## src/rtl/imuds_pkg.sv

```systemverilog
// Shared types, constants and the smoothing function for the IMU sample decoder.
`timescale 1ns / 1ps

package imuds_pkg;

	// Axis value width as reported on the result stream.
	localparam int AXIS_W = 12;
	// Stored magnetometer width.
	localparam int MAG_W = 11;
	// Width of one smoothing weight.
	localparam int K_W = 8;
	// Configuration index width on the write channel.
	localparam int CFG_IDX_W = 8;

	// Magnetometer acceptance window; both limits are exclusive.
	localparam logic signed [15:0] MAG_LIMIT_HI = 16'sh03FF;
	localparam logic signed [15:0] MAG_LIMIT_LO = -16'sh0400;

	// Configuration register indexes.
	localparam logic [CFG_IDX_W-1:0] CFG_ACCEL_SMOOTHING  = 8'd0;
	localparam logic [CFG_IDX_W-1:0] CFG_MAGNET_SMOOTHING = 8'd1;

	// Sensor selector carried with each word.
	localparam logic SENSOR_ACCEL  = 1'b0;
	localparam logic SENSOR_MAGNET = 1'b1;

	typedef enum logic [1:0] {
		STATUS_OK       = 2'd0,
		STATUS_XFER_ERR = 2'd1,
		STATUS_RANGE    = 2'd2
	} status_t;

	typedef logic signed [AXIS_W-1:0] axis_t;

	// One decoded sensor read.
	typedef struct packed {
		axis_t x;
		axis_t y;
		axis_t z;
		logic  mag_ok;
	} decode_t;

	// Update request from the top level to the filter state.
	typedef struct packed {
		logic update;
		logic sensor;
	} filt_ctl_t;

	// First-order smoothing: (256*x - k*(x - old)) >> 8 with floor, bypassed when k is 0.
	// The result always lies between x and old, so bits 19:8 of the sum hold it.
	function automatic axis_t smooth(input axis_t x, input axis_t old, input logic [K_W-1:0] k);
		logic signed [AXIS_W:0]   diff;
		logic signed [AXIS_W+K_W+1:0] prod;
		logic signed [23:0]       acc;
		diff = {x[AXIS_W-1], x} - {old[AXIS_W-1], old};
		prod = $signed({1'b0, k}) * diff;
		acc  = {{4{x[AXIS_W-1]}}, x, 8'h00} - {{2{prod[AXIS_W+K_W+1]}}, prod};
		if (k == '0) begin
			return x;
		end
		return acc[19:8];
	endfunction

endpackage

```

## src/rtl/imuds_decode.sv

```systemverilog
// Byte decoder: turns six raw bytes into three signed axis values and a range flag.
`timescale 1ns / 1ps

module imuds_decode (
	input  logic                  sensor,
	input  logic [47:0]           raw,
	output imuds_pkg::decode_t    dec
);

	logic [15:0]        le_word [3];
	logic signed [15:0] be_word [3];
	logic [2:0]         in_range;
	imuds_pkg::axis_t   val [3];

	// Per axis: accelerometer words are little-endian and left-justified,
	// magnetometer words are big-endian 16-bit values.
	always_comb begin
		for (int i = 0; i < 3; i++) begin
			le_word[i]  = {raw[16*i+8 +: 8], raw[16*i +: 8]};
			be_word[i]  = $signed({raw[16*i +: 8], raw[16*i+8 +: 8]});
			in_range[i] = (be_word[i] < imuds_pkg::MAG_LIMIT_HI) &&
				(be_word[i] > imuds_pkg::MAG_LIMIT_LO);
			if (sensor == imuds_pkg::SENSOR_MAGNET) begin
				val[i] = be_word[i][imuds_pkg::AXIS_W-1:0];
			end else begin
				val[i] = le_word[i][15:4];
			end
		end
	end

	assign dec.x      = val[0];
	assign dec.y      = val[1];
	assign dec.z      = val[2];
	assign dec.mag_ok = &in_range;

endmodule

```

## src/rtl/imuds_smooth.sv

```systemverilog
// Filter state for both sensors with the per-axis smoothing update.
`timescale 1ns / 1ps

module imuds_smooth (
	input  logic                           clk,
	input  logic                           arst_n,
	input  imuds_pkg::filt_ctl_t           ctl,
	input  imuds_pkg::decode_t             dec,
	input  logic [imuds_pkg::K_W-1:0]      accel_k,
	input  logic [imuds_pkg::K_W-1:0]      magnet_k,
	output imuds_pkg::axis_t               axis_x,
	output imuds_pkg::axis_t               axis_y,
	output imuds_pkg::axis_t               axis_z
);

	imuds_pkg::axis_t                     accel_q [3];
	logic signed [imuds_pkg::MAG_W-1:0]   magnet_q [3];
	imuds_pkg::axis_t                     sample [3];
	imuds_pkg::axis_t                     old_val [3];
	imuds_pkg::axis_t                     new_val [3];
	imuds_pkg::axis_t                     shown [3];
	logic [imuds_pkg::K_W-1:0]            k_sel;

	assign sample[0] = dec.x;
	assign sample[1] = dec.y;
	assign sample[2] = dec.z;
	assign k_sel = (ctl.sensor == imuds_pkg::SENSOR_MAGNET) ? magnet_k : accel_k;

	// One multiply per axis against the addressed sensor's stored value.
	always_comb begin
		for (int i = 0; i < 3; i++) begin
			if (ctl.sensor == imuds_pkg::SENSOR_MAGNET) begin
				old_val[i] = {magnet_q[i][imuds_pkg::MAG_W-1], magnet_q[i]};
			end else begin
				old_val[i] = accel_q[i];
			end
			new_val[i] = imuds_pkg::smooth(sample[i], old_val[i], k_sel);
			shown[i]   = ctl.update ? new_val[i] : old_val[i];
		end
	end

	// State update on an accepted, error-free, in-range read.
	always_ff @(posedge clk or negedge arst_n) begin
		if (!arst_n) begin
			for (int i = 0; i < 3; i++) begin
				accel_q[i]  <= '0;
				magnet_q[i] <= '0;
			end
		end else if (ctl.update) begin
			for (int i = 0; i < 3; i++) begin
				if (ctl.sensor == imuds_pkg::SENSOR_MAGNET) begin
					magnet_q[i] <= new_val[i][imuds_pkg::MAG_W-1:0];
				end else begin
					accel_q[i] <= new_val[i];
				end
			end
		end
	end

	assign axis_x = shown[0];
	assign axis_y = shown[1];
	assign axis_z = shown[2];

endmodule

```

## src/rtl/imu_sample_decode_smoothing_unit.sv

```systemverilog
// Top level of the IMU sample decoder with per-sensor smoothing.
//
//   Channel   Direction  Payload
//   s_axis    in         tdata: six raw bytes; tuser: req_type, transfer_error
//   m_axis    out        tdata: axis_x, axis_y, axis_z; tuser: status
//   cfg       in         cfg_index, cfg_data (smoothing weights)
//
// One word per cycle sustained while m_axis_tready stays high.
// The input register feeds one decode and multiply-subtract pass per axis into the
// output register; the filter state updates on the same edge as the output register.
// A stalled output deasserts s_axis_tready once the input register also holds a word.
// Reset clears the filter state, the smoothing weights and both valid flags.
`timescale 1ns / 1ps

module imu_sample_decode_smoothing_unit (
	input  logic                               clk,
	input  logic                               arst_n,
	// Input stream
	input  logic                               s_axis_tvalid,
	output logic                               s_axis_tready,
	input  logic [47:0]                        s_axis_tdata,  // byte_zero .. byte_five
	input  logic [1:0]                         s_axis_tuser,  // req_type, transfer_error
	// Result stream
	output logic                               m_axis_tvalid,
	input  logic                               m_axis_tready,
	output logic [39:0]                        m_axis_tdata,  // axis_x, axis_y, axis_z, pad
	output logic [1:0]                         m_axis_tuser,  // status
	// Configuration writes
	input  logic                               cfg_valid,
	output logic                               cfg_ready,
	input  logic [imuds_pkg::CFG_IDX_W-1:0]    cfg_index,
	input  logic [imuds_pkg::K_W-1:0]          cfg_data
);

	logic                         valid_s1;
	logic                         sensor_s1;
	logic                         xfer_err_s1;
	logic [47:0]                  raw_s1;
	logic                         valid_s2;
	imuds_pkg::status_t           status_s2;
	imuds_pkg::axis_t             x_s2;
	imuds_pkg::axis_t             y_s2;
	imuds_pkg::axis_t             z_s2;
	logic [imuds_pkg::K_W-1:0]    accel_k_q;
	logic [imuds_pkg::K_W-1:0]    magnet_k_q;
	logic                         advance;
	imuds_pkg::decode_t           dec;
	imuds_pkg::filt_ctl_t         ctl;
	imuds_pkg::status_t           status;
	imuds_pkg::axis_t             ax;
	imuds_pkg::axis_t             ay;
	imuds_pkg::axis_t             az;

	// Handshake: the input register moves on whenever the output register can take a word.
	assign advance       = valid_s1 && (!valid_s2 || m_axis_tready);
	assign s_axis_tready = !valid_s1 || advance;
	assign cfg_ready     = 1'b1;

	// Configuration registers.
	always_ff @(posedge clk or negedge arst_n) begin
		if (!arst_n) begin
			accel_k_q  <= '0;
			magnet_k_q <= '0;
		end else if (cfg_valid && cfg_ready) begin
			case (cfg_index)
				imuds_pkg::CFG_ACCEL_SMOOTHING:  accel_k_q  <= cfg_data;
				imuds_pkg::CFG_MAGNET_SMOOTHING: magnet_k_q <= cfg_data;
				default: ;
			endcase
		end
	end

	// Input register.
	always_ff @(posedge clk or negedge arst_n) begin
		if (!arst_n) begin
			valid_s1 <= 1'b0;
		end else if (s_axis_tready) begin
			valid_s1 <= s_axis_tvalid;
		end
	end

	always_ff @(posedge clk) begin
		if (s_axis_tvalid && s_axis_tready) begin
			sensor_s1   <= s_axis_tuser[0];
			xfer_err_s1 <= s_axis_tuser[1];
			raw_s1      <= s_axis_tdata;
		end
	end

	imuds_decode u_decode (
		.sensor (sensor_s1),
		.raw    (raw_s1),
		.dec    (dec)
	);

	// Status and update decision for the word in the input register.
	always_comb begin
		if (xfer_err_s1) begin
			status = imuds_pkg::STATUS_XFER_ERR;
		end else if (sensor_s1 == imuds_pkg::SENSOR_MAGNET && !dec.mag_ok) begin
			status = imuds_pkg::STATUS_RANGE;
		end else begin
			status = imuds_pkg::STATUS_OK;
		end
		ctl.update = advance && (status == imuds_pkg::STATUS_OK);
		ctl.sensor = sensor_s1;
	end

	imuds_smooth u_smooth (
		.clk      (clk),
		.arst_n   (arst_n),
		.ctl      (ctl),
		.dec      (dec),
		.accel_k  (accel_k_q),
		.magnet_k (magnet_k_q),
		.axis_x   (ax),
		.axis_y   (ay),
		.axis_z   (az)
	);

	// Output register.
	always_ff @(posedge clk or negedge arst_n) begin
		if (!arst_n) begin
			valid_s2 <= 1'b0;
		end else if (!valid_s2 || m_axis_tready) begin
			valid_s2 <= valid_s1;
		end
	end

	always_ff @(posedge clk) begin
		if (advance) begin
			status_s2 <= status;
			x_s2      <= ax;
			y_s2      <= ay;
			z_s2      <= az;
		end
	end

	assign m_axis_tvalid = valid_s2;
	assign m_axis_tuser  = status_s2;
	assign m_axis_tdata  = {4'h0, z_s2, y_s2, x_s2};

endmodule

```

## config.mk

```make
export PLATFORM = sky130hd
export DESIGN_NAME = imu_sample_decode_smoothing_unit
export DESIGN_NICKNAME = d
export VERILOG_FILES = /design/src/rtl/imuds_pkg.sv /design/src/rtl/imuds_decode.sv /design/src/rtl/imuds_smooth.sv /design/src/rtl/imu_sample_decode_smoothing_unit.sv
export SDC_FILE = /design/constraint.sdc
export NUM_CORES = 1
export LEC_CHECK = 0
export BUFFER_PORTS_ARGS = -buffer_cell sky130_fd_sc_hd__buf_2
export CAP_MARGIN = 20
export CORE_AREA = 2 2 191 193
export CTS_CLUSTER_SIZE = 12
export DETAILED_ROUTE_END_ITERATION = 10
export DIE_AREA = 0 0 193 195
export PLACE_DENSITY_LB_ADDON = 0.12
export SLEW_MARGIN = 10
export SYNTH_ARGS = -nofsm -noshare
export SYNTH_HDL_FRONTEND = slang
export SYNTH_SLANG_ARGS = --single-unit
export TNS_END_PERCENT = 1
```

## constraint.sdc

```tcl
create_clock -name clk -period 20.5 [get_ports clk]
set_clock_uncertainty 0.1 [all_clocks]
set_input_delay 2.05 -clock clk [delete_from_list [all_inputs] [get_ports clk]]
set_output_delay 2.05 -clock clk [all_outputs]
set_load 0.02 [all_outputs]
```

==> results_dict.tcl <==
set metrics [dict create \
    via_per_inst 5.667 \
    core_area_mm2 0.03540 \
    r2r_slack_ns 10.68 \
    synth_ff_type "edfxtp_1" \
    synth-edff-count 88 \
    rr_endpoint "z_s2[11]" \
    die-area_mm2 0.03764 \
    grt_start_max_net_pins 71 \
    slew_violations 0 \
    antenna_found_initial 0 \
    use_met3_pct 3.595 \
    fin_setup_tns_ns 0 \
    hold_end "u_smooth.magnet_q[25]" \
    crit_slowest_cell "buf_4" \
    period_share_pct 47.91 \
    grt_use_total_pct 30.90 \
    portBuffers 110 \
    end_kind "flip-flop" \
    whs_path_depth 2 \
    setup_viol 0 \
    ctsHtreeMaxLevel 4 \
    worstPathArrival_ns 9.94 \
    hp-class "reg2reg" \
    ys_seq_area_share_pct 22.55 \
    p_total_mw 3.142 \
    layout.nets 2876 \
    hold_violations 0 \
    hold_buffers 0 \
    first_pass_iters 5 \
    holdCritStartpoint "u_smooth.magnet_q[25]" \
    final_cell_mix "449 x inv_1, 276 x fa_1, 275 x nor2_1, 177 x ha_1, 144 x nand2_1" \
    fp.dieW_um 193 \
    crit_path_max_fanout 52 \
    cp_common_cell "fa_1" \
    rr_startpoint "sensor_s1" \
    wire_per_inst_um 19.18 \
    ys_seq_elements 175 \
    status "completed" \
    reg2reg_depth 29 \
    layout-drive-gt1-share_pct 10.06 \
    use_met1_pct 37.99 \
    dpl.hpwl_mm 42.10 \
    grt_pass1_vias 17054 \
    max_freq_ghz 0.1018 \
    drt-total-wl_mm 54.20 \
    worst_pin_slew_ns 1.029 \
    grt_setup_unrepaired "no" \
    drc 0 \
    final_common_cell "inv_1" \
    cts_buffer_depth 2 \
    grt_pass1_wl_mm 88.98 \
    max_cap_violations 0 \
    areaGrowthSynthToFinish_pct 7.821 \
    die_y_um 195 \
    yosys.area.top_type "fa_1" \
    cts_tree "built" \
    grt-ovfl-total 0 \
    clock_latency_ns 0.49 \
    place.gp.congestion 0.8998 \
    crit_type "reg2reg" \
    cp.required_ns 20.62 \
    ys_top_cells_by_area "fa_1 26%, edfxtp_1 12%, ha_1 10%" \
    vias 16015 \
    async_flop_share_pct 49.71 \
    antenna_cells 0 \
    placementRows 69 \
    relSlewSlack_pct 30.88 \
    drt_iter0_drc 1058 \
    slowest_delay_ns 0.73 \
    vdd_drop_max_uv 104.9 \
    top_usage_layer "met2" \
    critPathLaunchType "flip-flop" \
    finalCriticalPeriod_ns 9.821 \
    avgSynthCellArea_um2 9.371 \
    root_buffer "clkbuf_16" \
    clock-sinks 175 \
    yosysUniqueCellTypes 65 \
    post_cts_resized 0 \
    power.density_mw_per_mm2 136.3 \
    syn_inst 2281 \
    ys_warn_count 0 \
    post_cts_buffers 0 \
    synth.top_cell.area_share_pct 25.85 \
    p_leak_nw 10.84 \
    syn_area_mm2 0.02137 \
    grt.met2_usage_pct 53.52 \
    clk_pin_slew_ns 0.10 \
    numCtsBuffers 17 \
    start_util_pct 60.39 \
    ios 116 \
    ant_nets 0 \
]
worst max path at each step:
stage                          end  slack [ns]       from  cells after the start
final                     z_s2[11]       10.68  sensor_s1                     29
after global routing      z_s2[11]       10.08  sensor_s1                     29
after CTS                 z_s2[11]       10.67  sensor_s1                     29
after detailed placement  z_s2[11]       10.74  sensor_s1                     29
after global placement    y_s2[10]       10.93  sensor_s1                     30
after floorplan           y_s2[11]       11.57  sensor_s1                     33
report_power, final:
part | internal, mW | switching (mW) | leakage, nW | total (mW)
Clock | 0.165 | 0.169 | 0.291 | 0.333
Combinational | 0.867 | 1.41 | 8.60 | 2.28
Sequential | 0.479 | 0.0516 | 1.95 | 0.530
cell usage after synthesis, types with 15 or more instances:
cell type and instances:
o21ai_0 82, nand3_1 18, nor3_1 48, mux2_2 48, clkbuf_1 55, nor2b_1 15
xnor2_1 60, dfrtp_1 87, ha_1 177, edfxtp_1 88, nor2_1 276, nand2b_1 54
a31oi_1 17, mux2i_1 112, inv_1 449, a21o_1 17, fa_1 276, o21ai_1 29
nand2_1 146, a21oi_1 48, xor2_1 17
cell type report:
cell class                 instances  area [um2]
tap                              461       576.8
fill                            2955       12350
sequential                       175        4820
clock inverter                    14       170.2
timing repair buffer             131       730.7
inverter                         450        1689
multi-input combinational       1577       14630
clock buffer                      18       429.2
logic make-up after synthesis:
| logic type | Yosys count | share of synthesized area (%) |
|---|---|---|
| flip-flops | 175 | 22.55 |
| AND/OR/NAND/NOR | 627 | 13.15 |
| XOR/XNOR | 79 | 3.366 |
| AO/OA/AOI/OAI | 252 | 7.364 |
| adder cells (fa/ha/maj) | 453 | 36.21 |
| other | 2 | 0.03514 |
| buffers and inverters | 532 | 9.489 |
| multiplexers | 161 | 7.838 |
per-layer routing:
layer | vias up | wire [um] | part of all wire, %
met5 | - | 0 | 0
met4 | 0 | 2819 | 5.2
met3 | 151 | 2524 | 4.7
met2 | 453 | 27610 | 51
met1 | 8009 | 21240 | 39
li1 | 7402 | - | -
sequential cells by signal, summed over array words and instances (netlist names):
name,cells
m_axis_tvalid,1
xfer_err_s1,1
raw_s1,48
x_s2,12
m_axis_tuser,2
valid_s1,1
magnet_k_q,8
z_s2,12
sensor_s1,1
accel_k_q,8
u_smooth.magnet_q,33
u_smooth.accel_q,36
y_s2,12
worst max-delay path: cells and delay by family, from the launching register on:
kind	cells	cell delay [ns]
multiplexers	2	0.67
adder cells (fa/ha/maj)	7	3.29
XOR/XNOR	1	0.15
buffers and inverters	5	1.57
AND/OR/NAND/NOR	3	0.60
flip-flops	1	0.33
AO/OA/AOI/OAI	11	2.81
metrics by stage:
step	hold slack, ns	cells	area [um2]	utilization [%]	setup slack [ns]
6_report	0.3820	2826	23050	65.11	10.68
5_1_grt	0.4129	2826	23050	65.11	10.08
4_1_cts	0.3864	2825	23020	65.03	10.67
3_5_place_dp	0.3699	2793	22420	63.34	10.74
3_3_place_gp	0.3581	2793	22420	63.34	10.93
2_1_floorplan	0.3444	2284	21390	-	11.57
(Power assumes the default switching activity.)
